<file path="config.mk">
export PLATFORM = sky130hd
export DESIGN_NAME = euler_motion_integrator_3d
export DESIGN_NICKNAME = d
export VERILOG_FILES = /design/src/rtl/emi_pkg.sv /design/src/rtl/emi_mul.sv /design/src/rtl/emi_scale.sv /design/src/rtl/euler_motion_integrator_3d.sv
export SDC_FILE = /design/constraint.sdc
export NUM_CORES = 2
export LEC_CHECK = 0
export BUFFER_PORTS_ARGS = -buffer_cell sky130_fd_sc_hd__clkbuf_2
export CAP_MARGIN = 20
export CORE_MARGIN = 1
export CORE_UTILIZATION = 50
export DETAILED_ROUTE_END_ITERATION = 10
export GPL_TIMING_DRIVEN = 0
export PLACE_DENSITY_LB_ADDON = 0.05
export SKIP_LAST_GASP = 1
export SYNTH_ARGS = -nofsm -noshare
export SYNTH_HDL_FRONTEND = slang
export SYNTH_HIERARCHICAL = 1
export SYNTH_SLANG_ARGS = --single-unit
</file>
<file path="constraint.sdc">
create_clock -name aclk -period 12.9 [get_ports aclk]
set_input_delay 0 -clock aclk [delete_from_list [all_inputs] [get_ports aclk]]
set_output_delay 0 -clock aclk [all_outputs]
set_load 0.05 [all_outputs]
</file>
<file path="src/rtl/emi_pkg.sv">
package emi_pkg;

    typedef struct packed {
        logic               kind;
        logic        [31:0] time_stamp;
        logic signed [31:0] in_pos_x;
        logic signed [31:0] in_pos_y;
        logic signed [31:0] in_pos_z;
        logic signed [31:0] in_vel_x;
        logic signed [31:0] in_vel_y;
        logic signed [31:0] in_vel_z;
        logic signed [31:0] in_acc_x;
        logic signed [31:0] in_acc_y;
        logic signed [31:0] in_acc_z;
    } in_item_t;

    typedef struct packed {
        logic signed [31:0] out_pos_x;
        logic signed [31:0] out_pos_y;
        logic signed [31:0] out_pos_z;
        logic signed [31:0] out_vel_x;
        logic signed [31:0] out_vel_y;
        logic signed [31:0] out_vel_z;
        logic               stepped;
    } out_item_t;

    localparam int CFG_IDX_W = 3;
    localparam int CFG_DATA_W = 16;

    localparam logic [CFG_IDX_W-1:0] CFG_ACTIVE            = 3'd0;
    localparam logic [CFG_IDX_W-1:0] CFG_USE_ACCELERATION  = 3'd1;
    localparam logic [CFG_IDX_W-1:0] CFG_USE_VELOCITY      = 3'd2;
    localparam logic [CFG_IDX_W-1:0] CFG_USE_FRICTION      = 3'd3;
    localparam logic [CFG_IDX_W-1:0] CFG_FRICTION_FRACTION = 3'd4;

    localparam logic KIND_TICK = 1'b0;
    localparam logic KIND_LOAD = 1'b1;

    // squared length below 0.001^2 in Q32 raw units
    localparam logic [63:0] SMALL_LIMIT = 64'd4295;

    typedef enum logic [3:0] {
        S_IDLE = 4'b0001,
        S_MUL  = 4'b0010,
        S_WB   = 4'b0100,
        S_OUT  = 4'b1000
    } state_t;

    typedef enum logic [2:0] {
        G_SQA = 3'd0,
        G_SQV = 3'd1,
        G_ACC = 3'd2,
        G_FRI = 3'd3,
        G_POS = 3'd4
    } grp_t;

endpackage

</file>
<file path="src/rtl/emi_mul.sv">
module emi_mul (
    input  logic        aclk,
    input  logic [31:0] mul_a,
    input  logic [31:0] mul_b,
    output logic [63:0] prod
);

    logic [63:0] prod_reg;

    always_ff @(posedge aclk) begin
        prod_reg <= 64'(mul_a) * 64'(mul_b);
    end

    assign prod = prod_reg;

endmodule

</file>
<file path="src/rtl/emi_scale.sv">
module emi_scale (
    input  logic [63:0]        prod,
    input  logic               neg,
    input  logic signed [31:0] addend,
    output logic signed [31:0] result
);

    logic [64:0]        rnd;
    logic [48:0]        mag;
    logic signed [49:0] sval;
    logic signed [50:0] total;

    always_comb begin
        rnd   = {1'b0, prod} + 65'h8000;
        mag   = rnd[64:16];
        sval  = neg ? -$signed({1'b0, mag}) : $signed({1'b0, mag});
        total = $signed({sval[49], sval}) + $signed({{19{addend[31]}}, addend});
        if (total > 51'sd2147483647) begin
            result = 32'sh7FFFFFFF;
        end else if (total < -51'sd2147483648) begin
            result = 32'sh80000000;
        end else begin
            result = total[31:0];
        end
    end

endmodule

</file>
<file path="src/rtl/euler_motion_integrator_3d.sv">
// channel   direction  handshake         payload
// s_        in         s_valid/s_ready   emi_pkg::in_item_t
// m_        out        m_valid/m_ready   emi_pkg::out_item_t
// cfg_      in         cfg_wr_en         cfg_index, cfg_wdata
// A load, an inactive tick or a first tick gives its result the cycle after accept.
// A stepping tick runs up to five groups of three lanes on one shared 32x32
// multiplier: each lane of an enabled group passes S_MUL then S_WB, a skipped
// group only S_MUL, then the result. s_ready is low until the result is taken.
// aresetn is synchronous; it sets active, leaves dt, neg, sum and clears the rest.
module euler_motion_integrator_3d (
    input  logic                              aclk,
    input  logic                              aresetn,
    input  logic                              s_valid,
    output logic                              s_ready,
    input  emi_pkg::in_item_t                 s_data,
    output logic                              m_valid,
    input  logic                              m_ready,
    output emi_pkg::out_item_t                m_data,
    input  logic                              cfg_wr_en,
    input  logic [emi_pkg::CFG_IDX_W-1:0]     cfg_index,
    input  logic [emi_pkg::CFG_DATA_W-1:0]    cfg_wdata
);

    emi_pkg::state_t    state_reg, state_next;
    emi_pkg::grp_t      group_reg, group_next, group_succ;
    logic [1:0]         lane_reg, lane_next;
    logic signed [31:0] pos_reg [3];
    logic signed [31:0] pos_next [3];
    logic signed [31:0] vel_reg [3];
    logic signed [31:0] vel_next [3];
    logic signed [31:0] acc_reg [3];
    logic signed [31:0] acc_next [3];
    logic [31:0]        last_time_reg, last_time_next;
    logic [31:0]        dt_reg, dt_next;
    logic               started_reg, started_next;
    logic               stepped_reg, stepped_next;
    logic               neg_reg, neg_next;
    logic [63:0]        sum_reg, sum_next;
    logic               active_reg, active_next;
    logic               use_acc_reg, use_acc_next;
    logic               use_vel_reg, use_vel_next;
    logic               use_fric_reg, use_fric_next;
    logic [15:0]        fric_reg, fric_next;

    logic               grp_en;
    logic signed [31:0] op_val;
    logic [31:0]        op_mag;
    logic [31:0]        mul_b;
    logic [31:0]        keep;
    logic signed [31:0] addend;
    logic [63:0]        prod;
    logic signed [31:0] scaled;

    assign keep   = 32'(17'h10000 - {1'b0, fric_reg});
    assign op_val = (group_reg == emi_pkg::G_SQA || group_reg == emi_pkg::G_ACC)
                    ? acc_reg[lane_reg] : vel_reg[lane_reg];
    assign op_mag = op_val[31] ? 32'(-op_val) : 32'(op_val);

    always_comb begin
        case (group_reg)
            emi_pkg::G_SQA: begin
                grp_en = use_acc_reg;  mul_b = op_mag; addend = '0;
                group_succ = emi_pkg::G_SQV;
            end
            emi_pkg::G_SQV: begin
                grp_en = use_vel_reg;  mul_b = op_mag; addend = '0;
                group_succ = emi_pkg::G_ACC;
            end
            emi_pkg::G_ACC: begin
                grp_en = use_acc_reg;  mul_b = dt_reg; addend = vel_reg[lane_reg];
                group_succ = emi_pkg::G_FRI;
            end
            emi_pkg::G_FRI: begin
                grp_en = use_fric_reg && (fric_reg != 16'd0);
                mul_b = keep; addend = '0;
                group_succ = emi_pkg::G_POS;
            end
            emi_pkg::G_POS: begin
                grp_en = use_vel_reg;  mul_b = dt_reg; addend = pos_reg[lane_reg];
                group_succ = emi_pkg::G_POS;
            end
            default: begin
                grp_en = 1'b0; mul_b = '0; addend = '0;
                group_succ = emi_pkg::G_POS;
            end
        endcase
    end

    emi_mul u_mul (
        .aclk  (aclk),
        .mul_a (op_mag),
        .mul_b (mul_b),
        .prod  (prod)
    );

    emi_scale u_scale (
        .prod   (prod),
        .neg    (neg_reg),
        .addend (addend),
        .result (scaled)
    );

    always_comb begin
        state_next     = state_reg;
        group_next     = group_reg;
        lane_next      = lane_reg;
        pos_next       = pos_reg;
        vel_next       = vel_reg;
        acc_next       = acc_reg;
        last_time_next = last_time_reg;
        dt_next        = dt_reg;
        started_next   = started_reg;
        stepped_next   = stepped_reg;
        neg_next       = neg_reg;
        sum_next       = sum_reg;
        active_next    = active_reg;
        use_acc_next   = use_acc_reg;
        use_vel_next   = use_vel_reg;
        use_fric_next  = use_fric_reg;
        fric_next      = fric_reg;

        if (cfg_wr_en) begin
            case (cfg_index)
                emi_pkg::CFG_ACTIVE:            active_next   = cfg_wdata[0];
                emi_pkg::CFG_USE_ACCELERATION:  use_acc_next  = cfg_wdata[0];
                emi_pkg::CFG_USE_VELOCITY:      use_vel_next  = cfg_wdata[0];
                emi_pkg::CFG_USE_FRICTION:      use_fric_next = cfg_wdata[0];
                emi_pkg::CFG_FRICTION_FRACTION: fric_next     = cfg_wdata;
                default: ;
            endcase
        end

        case (state_reg)
            emi_pkg::S_IDLE: begin
                if (s_valid) begin
                    stepped_next = 1'b0;
                    state_next   = emi_pkg::S_OUT;
                    if (s_data.kind == emi_pkg::KIND_LOAD) begin
                        pos_next[0] = s_data.in_pos_x;
                        pos_next[1] = s_data.in_pos_y;
                        pos_next[2] = s_data.in_pos_z;
                        vel_next[0] = s_data.in_vel_x;
                        vel_next[1] = s_data.in_vel_y;
                        vel_next[2] = s_data.in_vel_z;
                        acc_next[0] = s_data.in_acc_x;
                        acc_next[1] = s_data.in_acc_y;
                        acc_next[2] = s_data.in_acc_z;
                    end else if (active_reg) begin
                        last_time_next = s_data.time_stamp;
                        if (!started_reg) begin
                            started_next = 1'b1;
                        end else begin
                            dt_next      = s_data.time_stamp - last_time_reg;
                            stepped_next = 1'b1;
                            group_next   = emi_pkg::G_SQA;
                            lane_next    = 2'd0;
                            state_next   = emi_pkg::S_MUL;
                        end
                    end
                end
            end
            emi_pkg::S_MUL: begin
                if (grp_en) begin
                    neg_next   = op_val[31];
                    state_next = emi_pkg::S_WB;
                end else begin
                    lane_next = 2'd0;
                    if (group_reg == emi_pkg::G_POS) begin
                        state_next = emi_pkg::S_OUT;
                    end else begin
                        group_next = group_succ;
                    end
                end
            end
            emi_pkg::S_WB: begin
                case (group_reg)
                    emi_pkg::G_SQA, emi_pkg::G_SQV: begin
                        sum_next = (lane_reg == 2'd0) ? prod : sum_reg + prod;
                        if (lane_reg == 2'd2 && sum_next < emi_pkg::SMALL_LIMIT) begin
                            if (group_reg == emi_pkg::G_SQA) begin
                                acc_next = '{default: '0};
                            end else begin
                                vel_next = '{default: '0};
                            end
                        end
                    end
                    emi_pkg::G_ACC, emi_pkg::G_FRI: vel_next[lane_reg] = scaled;
                    emi_pkg::G_POS:                 pos_next[lane_reg] = scaled;
                    default: ;
                endcase
                state_next = emi_pkg::S_MUL;
                if (lane_reg == 2'd2) begin
                    lane_next = 2'd0;
                    if (group_reg == emi_pkg::G_POS) begin
                        state_next = emi_pkg::S_OUT;
                    end else begin
                        group_next = group_succ;
                    end
                end else begin
                    lane_next = lane_reg + 2'd1;
                end
            end
            emi_pkg::S_OUT: begin
                if (m_ready) begin
                    state_next = emi_pkg::S_IDLE;
                end
            end
            default: state_next = emi_pkg::S_IDLE;
        endcase
    end

    always_ff @(posedge aclk) begin
        if (!aresetn) begin
            state_reg     <= emi_pkg::S_IDLE;
            group_reg     <= emi_pkg::G_SQA;
            lane_reg      <= 2'd0;
            pos_reg       <= '{default: '0};
            vel_reg       <= '{default: '0};
            acc_reg       <= '{default: '0};
            last_time_reg <= '0;
            started_reg   <= 1'b0;
            stepped_reg   <= 1'b0;
            active_reg    <= 1'b1;
            use_acc_reg   <= 1'b0;
            use_vel_reg   <= 1'b0;
            use_fric_reg  <= 1'b0;
            fric_reg      <= '0;
        end else begin
            state_reg     <= state_next;
            group_reg     <= group_next;
            lane_reg      <= lane_next;
            pos_reg       <= pos_next;
            vel_reg       <= vel_next;
            acc_reg       <= acc_next;
            last_time_reg <= last_time_next;
            started_reg   <= started_next;
            stepped_reg   <= stepped_next;
            active_reg    <= active_next;
            use_acc_reg   <= use_acc_next;
            use_vel_reg   <= use_vel_next;
            use_fric_reg  <= use_fric_next;
            fric_reg      <= fric_next;
        end
    end

    always_ff @(posedge aclk) begin
        dt_reg  <= dt_next;
        neg_reg <= neg_next;
        sum_reg <= sum_next;
    end

    assign s_ready = (state_reg == emi_pkg::S_IDLE);
    assign m_valid = (state_reg == emi_pkg::S_OUT);

    always_comb begin
        m_data.out_pos_x = pos_reg[0];
        m_data.out_pos_y = pos_reg[1];
        m_data.out_pos_z = pos_reg[2];
        m_data.out_vel_x = vel_reg[0];
        m_data.out_vel_y = vel_reg[1];
        m_data.out_vel_z = vel_reg[2];
        m_data.stepped   = stepped_reg;
    end

endmodule
</file>
==> impl_metrics.csv <==
group,metric,value,unit
logic_synthesis,synth_top_area_cell,"fa_1",
worst_hold_path,hold_end,"last_time_reg[0]",
final_layout,area_growth,17.89,%
sta,slew_viol_final,0,
die,io_pins,540,
logic_synthesis,synth.yosys.seq_area_share,0.1608,
setup_path,timing.rr.end,"u_mul/prod[62]",
logic_synthesis,synth_top_area_frac,0.2580,
worst_hold_path,min_path_cells,5,
power,vdd_drop_max,133.9,uV
clock_network,clk_latency,720,ps
drt,first_pass_iters,6,
grt,track_usage,0.4631,
setup_path,required,13480,ps
setup_path,crit_fanout,10,
power,combPwrFrac,0.555,
grt,gr-total-overflow,0,
final_layout,fillers,12580,
placed_design,pre_cts_ws,-3095,ps
setup_path,crit_type,"flop to flop",
power,p_leak,37.51,nW
clock_network,path_clk_slew,70,ps
clock_network,root_buffer,"clkbuf_16",
final_layout,drive_gt1_frac,0.1164,
drt,drtIter0Drc,8235,
worst_hold_path,holdCritStartpoint,"s_data[320]",
grt,grt_first_pass_wirelength,472.4,mm
logic_synthesis,syn_inst,8312,
setup_path,arrival,13470,ps
drt,wl_per_cell,29.35,um
power,powerDensity,109.4,nW/um2
drt,drcViolationCount,0,
clock_network,cts_tree,"done",
sta,finalCritPeriodShare,0.9985,
setup_path,cp_slowest_cell,"fa_2",
drt,vias,69820,
drt,via_per_inst,6.186,
setup_path,r2r-start,"lane_reg[0]",
setup_path,reg2reg_slack,20,ps
logic_synthesis,synth_fp_nets,9972,
logic_synthesis,synth_edf_count,97,
sta,fin_ws,18.86,ps
setup_path,cpMostUsedCell,"fa_1",
die,die_w,375.5,um
die,rows,136,
grt,antenna_found_initial,39,
drt,final_antenna_net_count,0,
final_layout,nNetsFinal,11010,
setup_path,cp-end-kind,"flop",
die,die_y,375.5,um
sta,slew_headroom,0.07237,
grt,grt_pass1_vias,68760,
die,die_area,141000,um2
outcome,outcome,"finished clean",
drt,drt_wl_total,331.3,mm
sta,finalClockSkew,78.89,ps
sta,worst_pin_slew,1389,ps
power,clkPwrFrac,0.216,
die,start_util,0.5056,
sta,fmaxAchievable,77.63,MHz
power,p_seq_frac,0.229,
clock_network,clock_path_buffers,3,
placed_design,placed_cell_area,75300,um2
logic_synthesis,ys_ff_latch,512,
job,cap_violations,0,
logic_synthesis,synthFlopType,"dfxtp_1",
sta,hold_violations,0,
placed_design,numPortBuffers,538,
power,p_sw,0.004487,W
setup_path,r2r_cells,39,
logic_synthesis,ys_types,115,
logic_synthesis,synth_area_leaders,"fa_1 26%, dfxtp_1 12%, ha_1 7.5%, nand2_1 6.3%, inv_1 5.6%",
final_layout,largest_register_ff_count,192,
logic_synthesis,synth.avg_cell_area,8.394,um2
logic_synthesis,syn_area,69770,um2
setup_path,max_stage_delay,730,ps
grt,grt_start_max_net_pins,35,
power,intPower,0.004510,W
power,swShare,0.4987,
worst_hold_path,hold_class,"input port to flop",
sta,period_needed,12880,ps
final_layout,fin_util,0.5960,
final_layout,stdcell_area,82250,um2
clock_network,cts.sinks,512,
setup_path,cp-start-kind,"flop",
clock_network,cts_inserted_buffers,60,
die,coreArea,138000,um2
logic_synthesis,async_flop_share,0,
clock_network,htree_levels,2,
placed_design,place.gp.congestion,1.101,
placed_design,place.detailed.hpwl,265.9,mm
sta,setup_viol,0,
logic_synthesis,yosysWarnings,6,
[placed cells by master, fill, tap and decap left out, types with 45 or more instances in the layout]
| cell | n |
|---|---|
| fa_1 | 893 |
| o21ai_0 | 209 |
| nor2_1 | 397 |
| clkbuf_1 | 324 |
| dfxtp_1 | 414 |
| edfxtp_1 | 97 |
| a311oi_1 | 102 |
| and3_1 | 45 |
| o21bai_1 | 59 |
| xor2_1 | 100 |
| and2_1 | 617 |
| buf_4 | 69 |
| buf_2 | 57 |
| o21a_1 | 48 |
| a22o_1 | 198 |
| a211oi_1 | 57 |
| mux2i_1 | 215 |
| ha_1 | 416 |
| clkbuf_16 | 61 |
| nand4_1 | 85 |
| inv_1 | 1041 |
| nand2_1 | 1164 |
| nor3_1 | 95 |
| clkbuf_2 | 644 |
| nand3_1 | 206 |
| xnor2_1 | 174 |
| a21oi_1 | 377 |
| a21o_1 | 105 |
| dlygate4sd3_1 | 358 |
[worst max-delay path: cells and delay by family (launching register included)]
| kind | cells | cell delay, ps |
|---|---|---|
| buffers and inverters | 11 | 2420 |
| adders and majority gates | 9 | 4820 |
| AOI/OAI and AO/OA | 12 | 3330 |
| DFF | 1 | 420 |
| and+or+nand+nor | 4 | 850 |
| muxes | 1 | 320 |
| xor gates and xnor gates | 2 | 540 |
[kinds of logic (layout without fill, tap and decap cells)]
group,Yosys count,in the layout,synth area share
buf+inv,1587,2675,0.08761
xor+xnor,302,302,0.03811
other cells,0,23,0
fa+ha+maj,1315,1315,0.3326
simple gates,2829,2829,0.1947
mux,227,227,0.03273
compound gates,1540,1540,0.1535
flops,512,512,0.1608
[Yosys cell counts, types with 36 or more instances]
library cell,instances
a211oi_1,58
a21o_1,106
a21oi_1,394
a22o_1,208
a311oi_1,102
a31oi_1,38
and2_1,617
and3_1,45
buf_2,46
clkbuf_1,452
dfxtp_1,415
edfxtp_1,97
fa_1,899
ha_1,416
inv_1,1041
mux2i_1,218
nand2_1,1164
nand3_1,206
nand4_1,85
nor2_1,398
nor3_1,97
nor4_1,37
o211ai_1,36
o21a_1,48
o21ai_0,219
o21bai_1,59
xnor2_1,186
xor2_1,115
[how the worst max path moves through the flow]
stage	startpoint	end	slack, ps	cells after the start
2_1_floorplan	lane_reg[0]	u_mul/prod[62]	1810	39
4_1_cts	lane_reg[0]	u_mul/prod[56]	40	37
3_3_place_gp	lane_reg[0]	u_mul/prod[56]	-4340	39
3_5_place_dp	lane_reg[1]	u_mul/prod[56]	-3100	41
6_report	lane_reg[0]	u_mul/prod[62]	20	39
5_1_grt	lane_reg[1]	u_mul/prod[56]	-70	40
[power groups by stage]
stage          Sequential [W]  Clock, W  Combinational [W]
2_1_floorplan         0.00213         0            0.00275
3_3_place_gp          0.00208         0            0.00456
3_5_place_dp          0.00208         0            0.00461
4_1_cts               0.00205   0.00194            0.00478
5_1_grt               0.00206   0.00199            0.00528
6_report              0.00206   0.00194            0.00499
[per-stage QoR]
stage               total power, W  hold slack (ps)  setup TNS (ps)  cells
floorplan                 0.004878            125.5               0   8312
global placement          0.006640            211.7         -307740  10710
detailed placement        0.006690            215.9          -98670  10750
CTS                       0.008765            25.65               0  11250
global route              0.009336            93.03          -111.9  11270
finish                    0.008997            65.39               0  11290
[final cells by class]
type,count,area (um2),area share
Multi-Input combinational cell,6213,53010,0.6444
Sequential cell,512,11220,0.1364
Timing Repair Buffer,977,7061,0.08584
Inverter,1042,3911,0.04755
Buffer,542,2446,0.02974
Tap cell,1863,2331,0.02834
Clock buffer,73,1652,0.02008
Clock inverter,41,564.3,0.006861
Antenna cell,23,57.56,0.0006998
[metal layers]
metal | global-route usage | wire length [um] | up-vias
met5 | 0 | 146 | -
met4 | 0.2905 | 25680 | 20
met3 | 0.1558 | 43420 | 1172
met2 | 0.6802 | 137400 | 4710
met1 | 0.5839 | 124600 | 34260
li1 | - | - | 29660
[timing repair]
action | CTS | global route
hold buffers | 358 | 0
gates resized for setup | 221 | 104
hold endpoints to repair | 375 | 0
setup endpoints to repair | 54 | 25
pin swaps | 13 | 6
setup buffers | 26 | 7
No activity file was read; power rests on OpenSTA's default activity.
